===== config.mk =====
export PLATFORM = sky130hd
export DESIGN_NAME = hall_button_event_detector
export DESIGN_NICKNAME = d
export VERILOG_FILES = /design/src/rtl/hbed_pkg.sv /design/src/rtl/hbed_csr.sv /design/src/rtl/hbed_ctrl.sv /design/src/rtl/hbed_dp.sv /design/src/rtl/hall_button_event_detector.sv
export SDC_FILE = /design/constraint.sdc
export NUM_CORES = 2
export LEC_CHECK = 0
export ABC_AREA = 1
export CORE_AREA = 4 4 508 510
export DETAILED_ROUTE_END_ITERATION = 7
export DIE_AREA = 0 0 512 514
export DONT_BUFFER_PORTS = 1
export SLEW_MARGIN = 15
export SYNTH_ARGS = -nofsm -noshare
export SYNTH_HDL_FRONTEND = slang
export SYNTH_SLANG_ARGS = --single-unit

===== constraint.sdc =====
create_clock -name clock -period 7.1 [get_ports clock]
set_clock_uncertainty 0.15 [all_clocks]
set_input_delay 0 -clock clock [delete_from_list [all_inputs] [get_ports clock]]
set_output_delay 0 -clock clock [all_outputs]
set_load 0.05 [all_outputs]

===== src/rtl/hbed_pkg.sv =====
// ----------------------------------------------------------------------------
// hbed_pkg
// Shared types, register codes and fixed-point constants for the hall button
// event detector.
// ----------------------------------------------------------------------------
package hbed_pkg;

   // fixed field widths
   localparam int BTN_W   = 4;
   localparam int SMP_W   = 12;
   localparam int TIME_W  = 32;
   localparam int RATE_W  = 17;
   localparam int THR_W   = 12;
   localparam int LPM_W   = 16;
   localparam int MASK_W  = 16;
   localparam int EN_W    = 5;
   localparam int FRAC_W  = 16;

   // configuration port
   localparam int CSR_AW  = 5;
   localparam int CSR_DW  = 32;

   localparam logic [RATE_W-1:0] ONE_Q16  = 17'h10000;
   localparam logic [RATE_W-1:0] HALF_Q16 = 17'h08000;

   // register index codes (byte address / 4)
   localparam logic [2:0] REG_THRESHOLD     = 3'd0;
   localparam logic [2:0] REG_FILTER_ALPHA  = 3'd1;
   localparam logic [2:0] REG_ADAPT_RATE    = 3'd2;
   localparam logic [2:0] REG_LONG_PRESS_MS = 3'd3;
   localparam logic [2:0] REG_COMBO_MASK    = 3'd4;
   localparam logic [2:0] REG_EVENT_ENABLE  = 3'd5;

   // event_enable bit positions
   localparam int EV_PRESS   = 0;
   localparam int EV_RELEASE = 1;
   localparam int EV_SHORT   = 2;
   localparam int EV_LONG    = 3;
   localparam int EV_COMBO   = 4;

   typedef struct packed {
      logic [THR_W-1:0]  threshold;
      logic [RATE_W-1:0] filter_alpha;
      logic [RATE_W-1:0] adapt_rate;
      logic [LPM_W-1:0]  long_press_ms;
      logic [MASK_W-1:0] combo_mask;
      logic [EN_W-1:0]   event_enable;
   } cfg_type;

   typedef struct packed {
      logic load;
      logic mul_a;
      logic mul_b;
      logic filt;
      logic mag;
      logic mul_c;
      logic commit;
   } ctrl_cmd_type;

   typedef struct packed {
      logic arith;
      logic out_free;
   } dp_status_type;

   // rates above one act as one
   function automatic logic [RATE_W-1:0] rate_sat(input logic [RATE_W-1:0] r);
      rate_sat = (r > ONE_Q16) ? ONE_Q16 : r;
   endfunction

endpackage


===== src/rtl/hbed_csr.sv =====
// ----------------------------------------------------------------------------
// hbed_csr
// Configuration register file behind a simple APB-style port.
// ----------------------------------------------------------------------------
module hbed_csr (
   input  logic                          clock,
   input  logic                          reset,
   input  logic                          psel,
   input  logic                          penable,
   input  logic                          pwrite,
   input  logic [hbed_pkg::CSR_AW-1:0]   paddr,
   input  logic [hbed_pkg::CSR_DW-1:0]   pwdata,
   output logic [hbed_pkg::CSR_DW-1:0]   prdata,
   output hbed_pkg::cfg_type             cfg
);

   hbed_pkg::cfg_type cfg_ff;
   hbed_pkg::cfg_type cfg_in;
   logic [2:0]        reg_sel;
   logic              wr_en;

   assign reg_sel = paddr[4:2];
   assign wr_en   = psel & penable & pwrite;

   always_comb begin
      cfg_in = cfg_ff;
      if (wr_en) begin
         unique case (reg_sel)
            hbed_pkg::REG_THRESHOLD:     cfg_in.threshold     = pwdata[hbed_pkg::THR_W-1:0];
            hbed_pkg::REG_FILTER_ALPHA:  cfg_in.filter_alpha  = pwdata[hbed_pkg::RATE_W-1:0];
            hbed_pkg::REG_ADAPT_RATE:    cfg_in.adapt_rate    = pwdata[hbed_pkg::RATE_W-1:0];
            hbed_pkg::REG_LONG_PRESS_MS: cfg_in.long_press_ms = pwdata[hbed_pkg::LPM_W-1:0];
            hbed_pkg::REG_COMBO_MASK:    cfg_in.combo_mask    = pwdata[hbed_pkg::MASK_W-1:0];
            hbed_pkg::REG_EVENT_ENABLE:  cfg_in.event_enable  = pwdata[hbed_pkg::EN_W-1:0];
            default:                     cfg_in = cfg_ff;
         endcase
      end
   end

   always_ff @(posedge clock) begin
      if (reset) begin
         cfg_ff.threshold     <= 12'd80;
         cfg_ff.filter_alpha  <= 17'd13107;
         cfg_ff.adapt_rate    <= 17'd328;
         cfg_ff.long_press_ms <= 16'd1000;
         cfg_ff.combo_mask    <= 16'd0;
         cfg_ff.event_enable  <= 5'd0;
      end else begin
         cfg_ff <= cfg_in;
      end
   end

   always_comb begin
      unique case (reg_sel)
         hbed_pkg::REG_THRESHOLD:     prdata = 32'(cfg_ff.threshold);
         hbed_pkg::REG_FILTER_ALPHA:  prdata = 32'(cfg_ff.filter_alpha);
         hbed_pkg::REG_ADAPT_RATE:    prdata = 32'(cfg_ff.adapt_rate);
         hbed_pkg::REG_LONG_PRESS_MS: prdata = 32'(cfg_ff.long_press_ms);
         hbed_pkg::REG_COMBO_MASK:    prdata = 32'(cfg_ff.combo_mask);
         hbed_pkg::REG_EVENT_ENABLE:  prdata = 32'(cfg_ff.event_enable);
         default:                     prdata = '0;
      endcase
   end

   assign cfg = cfg_ff;

endmodule


===== src/rtl/hbed_ctrl.sv =====
// ----------------------------------------------------------------------------
// hbed_ctrl
// Sequencer: steps one item through the shared multiplier and the compare
// if it needs arithmetic, then commits the per-button state and the result.
// ----------------------------------------------------------------------------
module hbed_ctrl (
   input  logic                    clock,
   input  logic                    reset,
   input  logic                    req_valid,
   output logic                    req_stall,
   input  hbed_pkg::dp_status_type status,
   output hbed_pkg::ctrl_cmd_type  cmd
);

   localparam logic [2:0] ST_IDLE  = 3'd0;
   localparam logic [2:0] ST_MUL_A = 3'd1;
   localparam logic [2:0] ST_MUL_B = 3'd2;
   localparam logic [2:0] ST_FILT  = 3'd3;
   localparam logic [2:0] ST_MAG   = 3'd4;
   localparam logic [2:0] ST_MUL_C = 3'd5;
   localparam logic [2:0] ST_DONE  = 3'd6;

   logic [2:0] state_ff;
   logic [2:0] state_in;

   always_comb begin
      state_in = state_ff;
      cmd      = '0;
      unique case (state_ff)
         ST_IDLE: begin
            if (req_valid) begin
               cmd.load = 1'b1;
               // calibrate and out-of-range items need no arithmetic
               state_in = status.arith ? ST_MUL_A : ST_DONE;
            end
         end
         ST_MUL_A: begin
            cmd.mul_a = 1'b1;
            state_in  = ST_MUL_B;
         end
         ST_MUL_B: begin
            cmd.mul_b = 1'b1;
            state_in  = ST_FILT;
         end
         ST_FILT: begin
            cmd.filt = 1'b1;
            state_in = ST_MAG;
         end
         ST_MAG: begin
            cmd.mag  = 1'b1;
            state_in = ST_MUL_C;
         end
         ST_MUL_C: begin
            cmd.mul_c = 1'b1;
            state_in  = ST_DONE;
         end
         ST_DONE: begin
            if (status.out_free) begin
               cmd.commit = 1'b1;
               state_in   = ST_IDLE;
            end
         end
         default: state_in = ST_IDLE;
      endcase
   end

   always_ff @(posedge clock) begin
      if (reset) begin
         state_ff <= ST_IDLE;
      end else begin
         state_ff <= state_in;
      end
   end

   assign req_stall = (state_ff != ST_IDLE);

endmodule


===== src/rtl/hbed_dp.sv =====
// ----------------------------------------------------------------------------
// hbed_dp
// Datapath: per-button level state, one shared 17 x level multiplier,
// press/release logic, scan bookkeeping and the result register.
// ----------------------------------------------------------------------------
module hbed_dp #(
   parameter int BUTTONS     = 16,
   parameter int SAMPLE_BITS = 12
) (
   input  logic                          clock,
   input  logic                          reset,
   input  hbed_pkg::ctrl_cmd_type        cmd,
   output hbed_pkg::dp_status_type       status,
   input  hbed_pkg::cfg_type             cfg,
   input  logic                          req_mode,
   input  logic [hbed_pkg::BTN_W-1:0]    req_button,
   input  logic [hbed_pkg::SMP_W-1:0]    req_sample,
   input  logic [hbed_pkg::TIME_W-1:0]   req_time_ms,
   input  logic                          req_last_of_scan,
   output logic                          rsp_valid,
   input  logic                          rsp_stall,
   output logic [hbed_pkg::BTN_W-1:0]    rsp_which_button,
   output logic                          rsp_held,
   output logic                          rsp_press_event,
   output logic                          rsp_release_event,
   output logic                          rsp_short_event,
   output logic                          rsp_long_event,
   output logic                          rsp_combo_event,
   output logic [hbed_pkg::MASK_W-1:0]   rsp_scan_pressed
);

   localparam int LW    = SAMPLE_BITS + hbed_pkg::FRAC_W;     // level width
   localparam int PW    = LW + hbed_pkg::RATE_W;              // product width
   localparam int PAW   = SAMPLE_BITS + hbed_pkg::RATE_W;     // alpha * sample
   localparam int CW    = (LW > 28) ? LW : 28;                // compare width
   localparam int IDX_W = (BUTTONS > 1) ? $clog2(BUTTONS) : 1;
   localparam logic [hbed_pkg::BTN_W:0] BTN_LIMIT = (hbed_pkg::BTN_W + 1)'(BUTTONS);

   // latched item
   logic                          mode_ff;
   logic [hbed_pkg::BTN_W-1:0]    btn_ff;
   logic [SAMPLE_BITS-1:0]        smp_ff;
   logic [hbed_pkg::TIME_W-1:0]   time_ff;
   logic                          last_ff;
   logic                          in_range_ff;

   // per-button state
   logic [LW-1:0]                 filt_ff  [BUTTONS];
   logic [LW-1:0]                 base_ff  [BUTTONS];
   logic [hbed_pkg::TIME_W-1:0]   pt_ff    [BUTTONS];
   logic [BUTTONS-1:0]            pressed_ff;
   logic [BUTTONS-1:0]            lf_ff;
   logic [hbed_pkg::MASK_W-1:0]   acc_ff;
   logic [hbed_pkg::MASK_W-1:0]   acc_in;

   // arithmetic pipeline registers
   logic [PAW-1:0]                prod_a_ff;
   logic [PW-1:0]                 prod_ff;
   logic [LW-1:0]                 f_new_ff;
   logic [LW-1:0]                 mag_ff;
   logic [LW-1:0]                 base_cur_ff;
   logic                          up_ff;
   logic                          above_ff;
   logic [hbed_pkg::TIME_W-1:0]   dur_ff;

   // result register
   logic                          rsp_valid_ff;
   logic                          rsp_valid_in;
   logic [hbed_pkg::BTN_W-1:0]    rsp_btn_ff;
   logic                          rsp_held_ff;
   logic                          rsp_press_ff;
   logic                          rsp_rel_ff;
   logic                          rsp_short_ff;
   logic                          rsp_long_ff;
   logic                          rsp_combo_ff;
   logic [hbed_pkg::MASK_W-1:0]   rsp_scan_ff;

   logic [IDX_W-1:0]              idx;
   logic [hbed_pkg::RATE_W-1:0]   a_sat;
   logic [hbed_pkg::RATE_W-1:0]   r_sat;
   logic [hbed_pkg::RATE_W-1:0]   mul_x;
   logic [LW-1:0]                 mul_y;
   logic [PW-1:0]                 mul_p;
   logic [PW:0]                   filt_sum;
   logic [PW:0]                   step_rnd;
   logic [LW-1:0]                 step;
   logic [LW-1:0]                 base_sel;
   logic                          up;
   logic [LW-1:0]                 mag;
   logic [LW-1:0]                 xq;

   logic                          is_cal;
   logic                          is_norm;
   logic                          cur_pressed;
   logic                          cur_lf;
   logic                          pressed_in;
   logic                          lf_in;
   logic                          pt_wr;
   logic [LW-1:0]                 base_in;
   logic                          ev_press;
   logic                          ev_rel;
   logic                          ev_short;
   logic                          ev_long;
   logic                          held;
   logic [hbed_pkg::MASK_W-1:0]   scan;
   logic                          combo;

   assign idx   = btn_ff[IDX_W-1:0];
   assign a_sat = hbed_pkg::rate_sat(cfg.filter_alpha);
   assign r_sat = hbed_pkg::rate_sat(cfg.adapt_rate);
   assign xq    = {smp_ff, {hbed_pkg::FRAC_W{1'b0}}};

   assign status.arith    = req_mode & ({1'b0, req_button} < BTN_LIMIT);
   assign status.out_free = ~rsp_valid_ff | ~rsp_stall;

   // shared multiplier: alpha*sample, (1-alpha)*level, rate*distance
   always_comb begin
      priority if (cmd.mul_a) begin
         mul_x = a_sat;
         mul_y = LW'(smp_ff);
      end else if (cmd.mul_b) begin
         mul_x = hbed_pkg::ONE_Q16 - a_sat;
         mul_y = filt_ff[idx];
      end else begin
         mul_x = r_sat;
         mul_y = mag_ff;
      end
   end

   assign mul_p = PW'(mul_x) * PW'(mul_y);

   assign filt_sum = (PW + 1)'({prod_a_ff, {hbed_pkg::FRAC_W{1'b0}}})
                   + (PW + 1)'(prod_ff) + (PW + 1)'(hbed_pkg::HALF_Q16);

   assign step_rnd = (PW + 1)'(prod_ff) + (PW + 1)'(hbed_pkg::HALF_Q16);
   assign step     = step_rnd[LW+hbed_pkg::FRAC_W-1:hbed_pkg::FRAC_W];

   assign base_sel = base_ff[idx];
   assign up       = (f_new_ff >= base_sel);
   assign mag      = up ? (f_new_ff - base_sel) : (base_sel - f_new_ff);

   always_ff @(posedge clock) begin
      if (cmd.load) begin
         mode_ff     <= req_mode;
         btn_ff      <= req_button;
         smp_ff      <= SAMPLE_BITS'(req_sample);
         time_ff     <= req_time_ms;
         last_ff     <= req_last_of_scan;
         in_range_ff <= ({1'b0, req_button} < BTN_LIMIT);
      end
      if (cmd.mul_a) begin
         prod_a_ff <= mul_p[PAW-1:0];
      end
      if (cmd.mul_b || cmd.mul_c) begin
         prod_ff <= mul_p;
      end
      if (cmd.filt) begin
         f_new_ff <= filt_sum[LW+hbed_pkg::FRAC_W-1:hbed_pkg::FRAC_W];
      end
      if (cmd.mag) begin
         up_ff       <= up;
         mag_ff      <= mag;
         base_cur_ff <= base_sel;
         above_ff    <= CW'(mag) > CW'({cfg.threshold, {hbed_pkg::FRAC_W{1'b0}}});
         dur_ff      <= time_ff - pt_ff[idx];
      end
   end

   // press / release / hold decisions for a normal sample, plus scan and combo
   always_comb begin
      is_cal      = in_range_ff & ~mode_ff;
      is_norm     = in_range_ff & mode_ff;
      cur_pressed = pressed_ff[idx];
      cur_lf      = lf_ff[idx];
      pressed_in  = cur_pressed;
      lf_in       = cur_lf;
      pt_wr       = 1'b0;
      base_in     = base_cur_ff;
      ev_press    = 1'b0;
      ev_rel      = 1'b0;
      ev_short    = 1'b0;
      ev_long     = 1'b0;
      if (above_ff) begin
         if (!cur_pressed) begin
            pressed_in = 1'b1;
            pt_wr      = 1'b1;
            lf_in      = 1'b0;
            ev_press   = cfg.event_enable[hbed_pkg::EV_PRESS];
         end else if (!cur_lf && (dur_ff >= 32'(cfg.long_press_ms))) begin
            // flag set even with long events disabled, to block the short event
            lf_in   = 1'b1;
            ev_long = cfg.event_enable[hbed_pkg::EV_LONG];
         end
      end else begin
         if (cur_pressed) begin
            pressed_in = 1'b0;
            ev_rel     = cfg.event_enable[hbed_pkg::EV_RELEASE];
            if (!cur_lf && (dur_ff < 32'(cfg.long_press_ms))) begin
               ev_short = cfg.event_enable[hbed_pkg::EV_SHORT];
            end
            lf_in = 1'b0;
         end
         base_in = up_ff ? (base_cur_ff + step) : (base_cur_ff - step);
      end
      held   = is_norm & pressed_in;
      scan   = acc_ff | (held ? (hbed_pkg::MASK_W'(1) << btn_ff) : '0);
      combo  = last_ff & ~is_cal & ((scan & cfg.combo_mask) == cfg.combo_mask)
             & cfg.event_enable[hbed_pkg::EV_COMBO];
      acc_in = last_ff ? '0 : scan;
   end

   always_ff @(posedge clock) begin
      if (reset) begin
         for (int i = 0; i < BUTTONS; i++) begin
            filt_ff[i] <= '0;
            base_ff[i] <= '0;
            pt_ff[i]   <= '0;
         end
         pressed_ff <= '0;
         lf_ff      <= '0;
         acc_ff     <= '0;
      end else if (cmd.commit) begin
         acc_ff <= acc_in;
         if (is_cal) begin
            filt_ff[idx]    <= xq;
            base_ff[idx]    <= xq;
            pressed_ff[idx] <= 1'b0;
            lf_ff[idx]      <= 1'b0;
         end else if (is_norm) begin
            filt_ff[idx]    <= f_new_ff;
            base_ff[idx]    <= base_in;
            pressed_ff[idx] <= pressed_in;
            lf_ff[idx]      <= lf_in;
            if (pt_wr) begin
               pt_ff[idx] <= time_ff;
            end
         end
      end
   end

   // result register; frees up in the cycle the consumer takes the item
   assign rsp_valid_in = cmd.commit | (rsp_valid_ff & rsp_stall);

   always_ff @(posedge clock) begin
      if (reset) begin
         rsp_valid_ff <= 1'b0;
      end else begin
         rsp_valid_ff <= rsp_valid_in;
      end
   end

   always_ff @(posedge clock) begin
      if (cmd.commit) begin
         rsp_btn_ff   <= btn_ff;
         rsp_held_ff  <= held;
         rsp_press_ff <= is_norm & ev_press;
         rsp_rel_ff   <= is_norm & ev_rel;
         rsp_short_ff <= is_norm & ev_short;
         rsp_long_ff  <= is_norm & ev_long;
         rsp_combo_ff <= combo;
         rsp_scan_ff  <= scan;
      end
   end

   assign rsp_valid         = rsp_valid_ff;
   assign rsp_which_button  = rsp_btn_ff;
   assign rsp_held          = rsp_held_ff;
   assign rsp_press_event   = rsp_press_ff;
   assign rsp_release_event = rsp_rel_ff;
   assign rsp_short_event   = rsp_short_ff;
   assign rsp_long_event    = rsp_long_ff;
   assign rsp_combo_event   = rsp_combo_ff;
   assign rsp_scan_pressed  = rsp_scan_ff;

endmodule


===== src/rtl/hall_button_event_detector.sv =====
// ----------------------------------------------------------------------------
// hall_button_event_detector
// Smooths hall-sensor samples per button, tracks a baseline while released
// and reports press, release, short, long and combination events.
// ----------------------------------------------------------------------------
//   port group   direction   handshake            carries
//   req_*        in          req_valid/req_stall   one sample of one button
//   rsp_*        out         rsp_valid/rsp_stall   one result per sample
//   csr_*        in/out      psel/penable/pready   six config registers
//
// A normal sample goes from accept to the next accept through three
// passes through the single shared multiplier, the filter add, the baseline
// compare, the commit and the idle state that takes the next item.
// Calibrate and out-of-range samples go straight to the commit, then idle.
// req_stall is high while an item is in flight; the result waits in an output
// register, and the commit holds only while that register is full and stalled.
// Synchronous reset clears all button state, the scan mask and result valid.
// ----------------------------------------------------------------------------
module hall_button_event_detector #(
   parameter int BUTTONS     = 16,
   parameter int SAMPLE_BITS = 12
) (
   input  logic                          clock,
   input  logic                          reset,
   input  logic                          req_valid,
   output logic                          req_stall,
   input  logic                          req_mode,
   input  logic [hbed_pkg::BTN_W-1:0]    req_button,
   input  logic [hbed_pkg::SMP_W-1:0]    req_sample,
   input  logic [hbed_pkg::TIME_W-1:0]   req_time_ms,
   input  logic                          req_last_of_scan,
   output logic                          rsp_valid,
   input  logic                          rsp_stall,
   output logic [hbed_pkg::BTN_W-1:0]    rsp_which_button,
   output logic                          rsp_held,
   output logic                          rsp_press_event,
   output logic                          rsp_release_event,
   output logic                          rsp_short_event,
   output logic                          rsp_long_event,
   output logic                          rsp_combo_event,
   output logic [hbed_pkg::MASK_W-1:0]   rsp_scan_pressed,
   input  logic                          csr_psel,
   input  logic                          csr_penable,
   input  logic                          csr_pwrite,
   input  logic [hbed_pkg::CSR_AW-1:0]   csr_paddr,
   input  logic [hbed_pkg::CSR_DW-1:0]   csr_pwdata,
   output logic [hbed_pkg::CSR_DW-1:0]   csr_prdata,
   output logic                          csr_pready
);

   hbed_pkg::cfg_type       cfg;
   hbed_pkg::ctrl_cmd_type  cmd;
   hbed_pkg::dp_status_type status;

   assign csr_pready = 1'b1;

   hbed_csr u_csr (
      .clock   (clock),
      .reset   (reset),
      .psel    (csr_psel),
      .penable (csr_penable),
      .pwrite  (csr_pwrite),
      .paddr   (csr_paddr),
      .pwdata  (csr_pwdata),
      .prdata  (csr_prdata),
      .cfg     (cfg)
   );

   hbed_ctrl u_ctrl (
      .clock     (clock),
      .reset     (reset),
      .req_valid (req_valid),
      .req_stall (req_stall),
      .status    (status),
      .cmd       (cmd)
   );

   hbed_dp #(
      .BUTTONS     (BUTTONS),
      .SAMPLE_BITS (SAMPLE_BITS)
   ) u_dp (
      .clock             (clock),
      .reset             (reset),
      .cmd               (cmd),
      .status            (status),
      .cfg               (cfg),
      .req_mode          (req_mode),
      .req_button        (req_button),
      .req_sample        (req_sample),
      .req_time_ms       (req_time_ms),
      .req_last_of_scan  (req_last_of_scan),
      .rsp_valid         (rsp_valid),
      .rsp_stall         (rsp_stall),
      .rsp_which_button  (rsp_which_button),
      .rsp_held          (rsp_held),
      .rsp_press_event   (rsp_press_event),
      .rsp_release_event (rsp_release_event),
      .rsp_short_event   (rsp_short_event),
      .rsp_long_event    (rsp_long_event),
      .rsp_combo_event   (rsp_combo_event),
      .rsp_scan_pressed  (rsp_scan_pressed)
   );

endmodule


Word level (Yosys, flattened, before mapping)

Memory sizes are Yosys's and may differ from the RTL's. A register that Yosys moved wholly into a read port is not among the register bits.
Index checks and enable logic that the tools add are counted.

Multiply operators: 1
Reductions and logical operators: 18
Order comparisons: 8
Equality and inequality tests: 14
Bitwise logic cells: 22
Add/sub/neg operators: 9
Muxes and demuxes: 81
Shifts and indexed selects: 1

Operators with widths:

| kind                                                             | count |
|---|---|
| 28-bit two-way mux                                               | 9 |
| 17-bit case mux with 6 select lines                              | 1 |
| 44-bit by 16-bit adder with 44-bit output, second input constant | 2 |
| 28-bit subtractor                                                | 3 |
| 17-bit two-way mux                                               | 4 |
| 16-bit two-way mux                                               | 4 |
| 28-bit OR reduction                                              | 2 |
| 16-bit AND                                                       | 3 |
| 1-bit two-way mux                                                | 47 |
| 44-bit adder                                                     | 1 |
| 17-bit by 28-bit multiplier with 44-bit output                   | 1 |
| 17-bit greater-than comparator, second input constant            | 2 |
| 16-bit bitwise mux                                               | 2 |
| 32-bit by 16-bit >= comparator with 1-bit output                 | 1 |
| 32-bit by 16-bit less-than comparator with 1-bit output          | 1 |
| 32-bit two-way mux                                               | 1 |
| 32-bit OR reduction                                              | 1 |
| 32-bit subtractor                                                | 1 |
| 28-bit adder                                                     | 1 |
| 28-bit >= comparator                                             | 1 |
| 28-bit greater-than comparator                                   | 1 |
| 4-bit two-way mux                                                | 6 |
| 3-bit case mux with 7 select lines                               | 1 |
| 17-bit subtractor, first input constant                          | 1 |
| other kinds (22)                                                 | 57 |

Memories: 3
Word-level logic and storage cells: 189
Register bits after elaboration: 401
Output and inout bits: 61
Bits of input ports: 94
RAM bits: 1408

Memories:

| memory       | words | bits a word | read ports | clocked after memory_dff | write ports | RTL line      | source |
|---|---|---|---|---|---|---|---|
| u_dp.pt_ff   | 16    | 32          | 1          | 1                        | 16          | hbed_dp.sv:50 | `logic [hbed_pkg::TIME_W-1:0] pt_ff [BUTTONS];` |
| u_dp.base_ff | 16    | 28          | 1          | 1                        | 16          | hbed_dp.sv:49 | `logic [LW-1:0] base_ff [BUTTONS];` |
| u_dp.filt_ff | 16    | 28          | 1          | 1                        | 16          | hbed_dp.sv:48 | `logic [LW-1:0] filt_ff [BUTTONS];` |

Longest topological paths before layout

Depth after elaboration: 11
Depth in mapped cells: 42
Mapped depth without buffers: 40

Hierarchy

A second synthesis with hierarchy kept.

Cells, all modules: 10856
Area total of the unflattened synthesis: 102228.0 um^2

Modules (own cells, without submodules):

| module                     | cells an instance | times used | area an instance (um^2) | seq. area each (um^2) |
|---|---|---|---|---|
| hbed_dp                    | 10152             | 1          | 97777.5                 | 50878.8 |
| hbed_csr                   | 663               | 1          | 4224.1                  | 1661.6 |
| hbed_ctrl                  | 39                | 1          | 215.2                   | 60.1 |
| hall_button_event_detector | 2                 | 1          | 11.3                    | 0.0 |

Worst setup path after synthesis

Ideal clock, no wire load.

Kind: register -> register
Start: reg u_ctrl.state_ff[0]
End: reg u_dp.prod_ff[37] (data pin)
Setup time: 0.264 ns
Data required time: 6.686 ns
Buffers on the path: 1
Setup slack: -0.615 ns
Clock period less this slack: 7.715 ns
Cell stages (with the launch flop): 30
Data arrival time: 7.301 ns
Cells stage by stage: dfxtp_1 inv_1 nor2_1 nand2_1 clkinv_1 buf_1 nand2_1 nand2_1 nor2_1 fa_1 inv_1 fa_1 inv_1 fa_1 fa_1 fa_1 inv_1 fa_1 inv_1 ha_1 a21oi_1 inv_1 a31oi_1 nand2_1 nand2_1 nand3_1 a21oi_1 o21ai_0 a221oi_1 xnor2_1

Cells in the longest elaborated chain, start to end: 5
Elaborated cells on any way between the ends: 9
Those cells by class: mul (1); eq/ne (2); mux (6)

RTL lines:

| element                                                         | RTL line        | source |
|---|---|---|
| start, declared                                                 | hbed_ctrl.sv:23 | `logic [2:0] state_ff;` |
| start signal, assigned                                          | hbed_ctrl.sv:71 | `state_ff <= state_in;` |
| 3-bit by 2-bit == test with 1-bit output                        | hbed_ctrl.sv:29 | `unique case (state_ff)` |
| 1-bit two-way mux                                               | hbed_ctrl.sv:29 |  |
| 17-bit two-way mux / 28-bit two-way mux (equally long branches) | hbed_dp.sv:121  | `end else if (cmd.mul_b) begin` |
| 17-bit two-way mux / 28-bit two-way mux (equally long branches) | hbed_dp.sv:118  | `priority if (cmd.mul_a) begin` |
| 17-bit by 28-bit multiplier with 44-bit output *                | hbed_dp.sv:130  | `assign mul_p = PW'(mul_x) * PW'(mul_y);` |
| net u_dp.mul_p[37]                                              | hbed_dp.sv:83   | `logic [PW-1:0] mul_p;` |
| end signal, assigned                                            | hbed_dp.sv:155  | `prod_ff <= mul_p;` |
| end, declared                                                   | hbed_dp.sv:58   | `logic [PW-1:0] prod_ff;` |

The timed path passes the listed nets; every way through them passes the cells marked *.
A chain may end at the register's enable or synchronous reset.

==> impl_metrics.csv <==
group,metric,value,unit
sta,setup_violations,42,
synthesis,synthFlopType,"edfxtp_1",
layout,final_util,48.5,%
layout,drive_above_1_share,16.2,%
worst_setup_path,rr_worst_depth,34,
sta,finalCritPeriodShare,108,%
sta,fin_crit,7.66,ns
synthesis,synth-seq-cells,1798,
clocking,clock_latency,0.87,ns
placed_design,dp_hpwl,255000,um
status,status,"finished with violations",
worst_setup_path,worstPathRequired,7.51,ns
drt,drt_wl_total,389000,um
sta,timing.fmax,131,MHz
layout,multiInputGateArea,0.0442,mm2
clocking,cts_buffers,191,
global_routing,grt_pass1_vias,83610,
placed_design,routabilityCongestion,0.991,
synthesis,synthAdderAreaFrac,11.3,%
drt,routed-via-count,85813,
clocking,clkTransAtPathRegs,0.06,ns
die,dieArea,0.263,mm2
global_routing,track_usage,28.7,%
clocking,cts_tree,"yes",
worst_setup_path,r2r_slack,-0.56,ns
clocking,clock_sinks,1798,
sta,finalHoldViolCount,0,
worst_setup_path,setup.worst_path.class,"reg2reg",
die,row_count,185,
worst_setup_path,worst_setup_path_start_kind,"register",
layout,area_delta_synth_final,21.5,%
worst_setup_path,worstPathMaxFanout,14,
sta,slew_headroom,15.0,%
die,die_h,514,um
flow_run,max_cap_viol_count,0,
synthesis,synth-async-reset-ratio,0,%
worst_setup_path,critPathMaxStageDelay,0.58,ns
drt,routedWlPerCell,26.2,um
sta,rsz0062_at_grt,"true",
sta,layout_setup_ws,-0.560,ns
clocking,clockRootBuffer,"clkbuf_16",
synthesis,synth_edf_count,1659,
worst_setup_path,cpMostUsedCell,"fa_1",
clocking,htreeDepth,4,
synthesis,synthSimpleGateAreaFrac,15.2,%
worst_setup_path,cp.arrival,8.07,ns
global_routing,grt_max_degree,106,
synthesis,syn_inst,10568,
sta,slew_viol_final,0,
synthesis,synth.distinct_cells,73,
status,violations,"negative setup slack",
sta,tightest_slew,1.27,ns
synthesis,synth_compound_area_share,13.0,%
drt,drc_errors,0,
drt,viasPerCell,5.79,
die,fp.coreArea,0.253,mm2
synthesis,synth-seq-area-share,52.0,%
layout,fillCellCount,23347,
worst_setup_path,worstSetupEndpointType,"register",
drt,firstDrtPassIters,7,
synthesis,synthMuxAreaShare,0.0396,%
layout,fin_cells,14825,
synthesis,synth-xor-area-share,1.67,%
worst_hold_path,hold_start,"rsp_stall",
clocking,clock_path_buffers,3,
synthesis,synthesis.area,0.101,mm2
global_routing,antenna_found_initial,12,
die,die_x,512,um
drt,drt_iter0_drc,11194,
synthesis,yosysWarnings,0,
layout,nNetsFinal,12069,
synthesis,avgSynthCellArea,9.58,um2
worst_hold_path,min_path_type,"in2reg",
layout,seq_area,0.0526,mm2
worst_setup_path,critPathCapture,"u_dp.prod_ff[40]$_DFFE_PP_",
die,io_pins,155,
worst_setup_path,regToRegEndpoint,"u_dp.prod_ff[40]$_DFFE_PP_",
placed_design,numPortBuffers,0,
placed_design,dpl.cell_count,14178,
synthesis,synth_top_family_by_area,"simple AND/OR/NAND/NOR gates",
global_routing,overflow,0,
drt,ant_nets,0,
die,initial_core_util,39.9,%
global_routing,grt_pass1_wl,565000,um
worst_setup_path,slowest_stage,"fa_2",
layer usage:
metal  share of wire [%]  vias to the layer above  GRT usage (%)
li1                    -                    37358              -
met1                  40                    42574           38.6
met2                  45                     4967           44.9
met3                  10                      912           5.85
met4                 5.0                        2           12.7
met5              0.0028                        -              0
layout make-up:
type | count | share of cell area [%]
clock inverters | 91 | 0.955
flip-flops and latches | 1798 | 42.8
inverters | 1062 | 3.31
well taps | 3366 | 3.43
multi-input cells | 7028 | 36.0
repair buffers | 1213 | 9.32
repair inverters | 2 | 0.0142
clock buffers | 257 | 4.17
diodes | 8 | 0.0163
stage by stage:
step                hold slack (ns)  setup WS [ns]  area (um2)  setup TNS [ns]
detailed placement          -0.0520         -0.891      111000          -25.69
finish                        0.105         -0.560      123000          -14.04
floorplan                   -0.0511        -0.0292      102000         -0.0712
global route                 0.0588         -0.873      123000          -26.13
global placement            -0.0525         -0.849      111000          -24.18
CTS                          0.0605         -0.539      121000          -10.29
worst min path at each step:
stage	end	slack, ns	cells past startpoint
floorplan	u_dp.btn_ff[0]$_DFFE_PP_	-0.05	0
global placement	u_dp.pressed_ff[7]$_SDFFE_PP0P_	-0.05	1
detailed placement	u_dp.pressed_ff[7]$_SDFFE_PP0P_	-0.05	1
CTS	u_dp.rsp_valid$_SDFF_PP0_	0.06	3
global route	u_dp.rsp_valid$_SDFF_PP0_	0.06	3
finish	u_dp.rsp_valid$_SDFF_PP0_	0.11	3
Yosys cell counts, drive strengths merged (5+ instances only):
cell | instances | area share (%)
nor2 | 2338 | 8.7
edfxtp | 1659 | 49
nand2 | 1207 | 4.5
inv | 1039 | 3.9
o21ai | 939 | 4.7
a21oi | 592 | 3.0
clkbuf | 542 | 2.0
fa | 393 | 7.8
ha | 286 | 3.5
nand3 | 250 | 1.3
o221ai | 239 | 2.1
buf | 153 | 0.79
dfxtp | 139 | 2.7
o22ai | 134 | 0.83
xor2 | 115 | 1.0
o211ai | 99 | 0.74
xnor2 | 77 | 0.67
nor3 | 43 | 0.23
a221oi | 42 | 0.36
nand4 | 31 | 0.19
a31oi | 27 | 0.17
clkinv | 23 | 0.085
o21bai | 22 | 0.16
nor4 | 21 | 0.13
o21a | 21 | 0.16
o311ai | 21 | 0.18
a21boi | 15 | 0.12
a21o | 11 | 0.082
a22o | 11 | 0.095
a22oi | 10 | 0.074
a311o | 9 | 0.089
or2 | 9 | 0.056
nand3b | 7 | 0.052
o2111ai | 7 | 0.061
a211oi | 5 | 0.037
and3 | 5 | 0.031
cell usage in the layout (no fill, tap or decap), types with 29 or more instances in the layout:
master	instances
nor2_1	2299
edfxtp_1	1659
nand2_1	1061
inv_1	943
o21ai_0	863
buf_4	838
a21oi_1	527
fa_1	372
ha_1	255
o221ai_1	238
nand3_1	226
clkbuf_16	191
dlygate4sd3_1	180
o22ai_1	132
dfxtp_1	130
buf_12	111
xor2_1	105
nand2_2	102
o211ai_1	97
inv_2	86
xnor2_1	67
buf_6	67
clkbuf_1	54
clkinv_1	47
a21oi_2	47
nand2_4	45
o21ai_1	42
a221oi_1	37
nand4_1	31
nor3_1	31
ha_4	29
critical path, delay by kind of cell, from the launching register on:
family          cells  cell delay (ns)
fa+ha+maj           7             3.43
xor+xnor            1             0.15
buf+inv            13             1.39
flops               1             0.38
compound gates     10             1.58
simple gates        3             0.26
flip-flops by register name, summed over array words and instances, names as in the netlist, 29 cells and up, named ones only:
register	cells
u_dp.filt_ff	448
u_dp.dur_ff	32
u_dp.pt_ff	512
u_dp.time_ff	32
u_csr.cfg	83
u_dp.base_ff	448
u_dp.prod_ff	29
what timing repair did:
item / in CTS / in global routing
gates resized for setup: 322 / 281
cloned: 9 / 0
pin swaps: 97 / 112
endpoints found under the hold margin: 368 / 0
hold buffers: 180 / 0
buffers inserted: 66 / 56
setup endpoints to repair: 46 / 46
logic make-up (layout without fill, tap and decap cells):
family | count (synthesis) | count (layout)
XOR/XNOR | 192 | 192
other | 2 | 24
adder cells (fa/ha/maj) | 679 | 679
flip-flops | 1798 | 1798
AO/OA/AOI/OAI | 2223 | 2223
multiplexers | 4 | 4
AND/OR/NAND/NOR | 3913 | 3914
buffers and inverters | 1757 | 2625
Power is left out: the tool's default activity adds up to more than one toggle a clock period on the data nets, which glitch-free logic cannot reach.
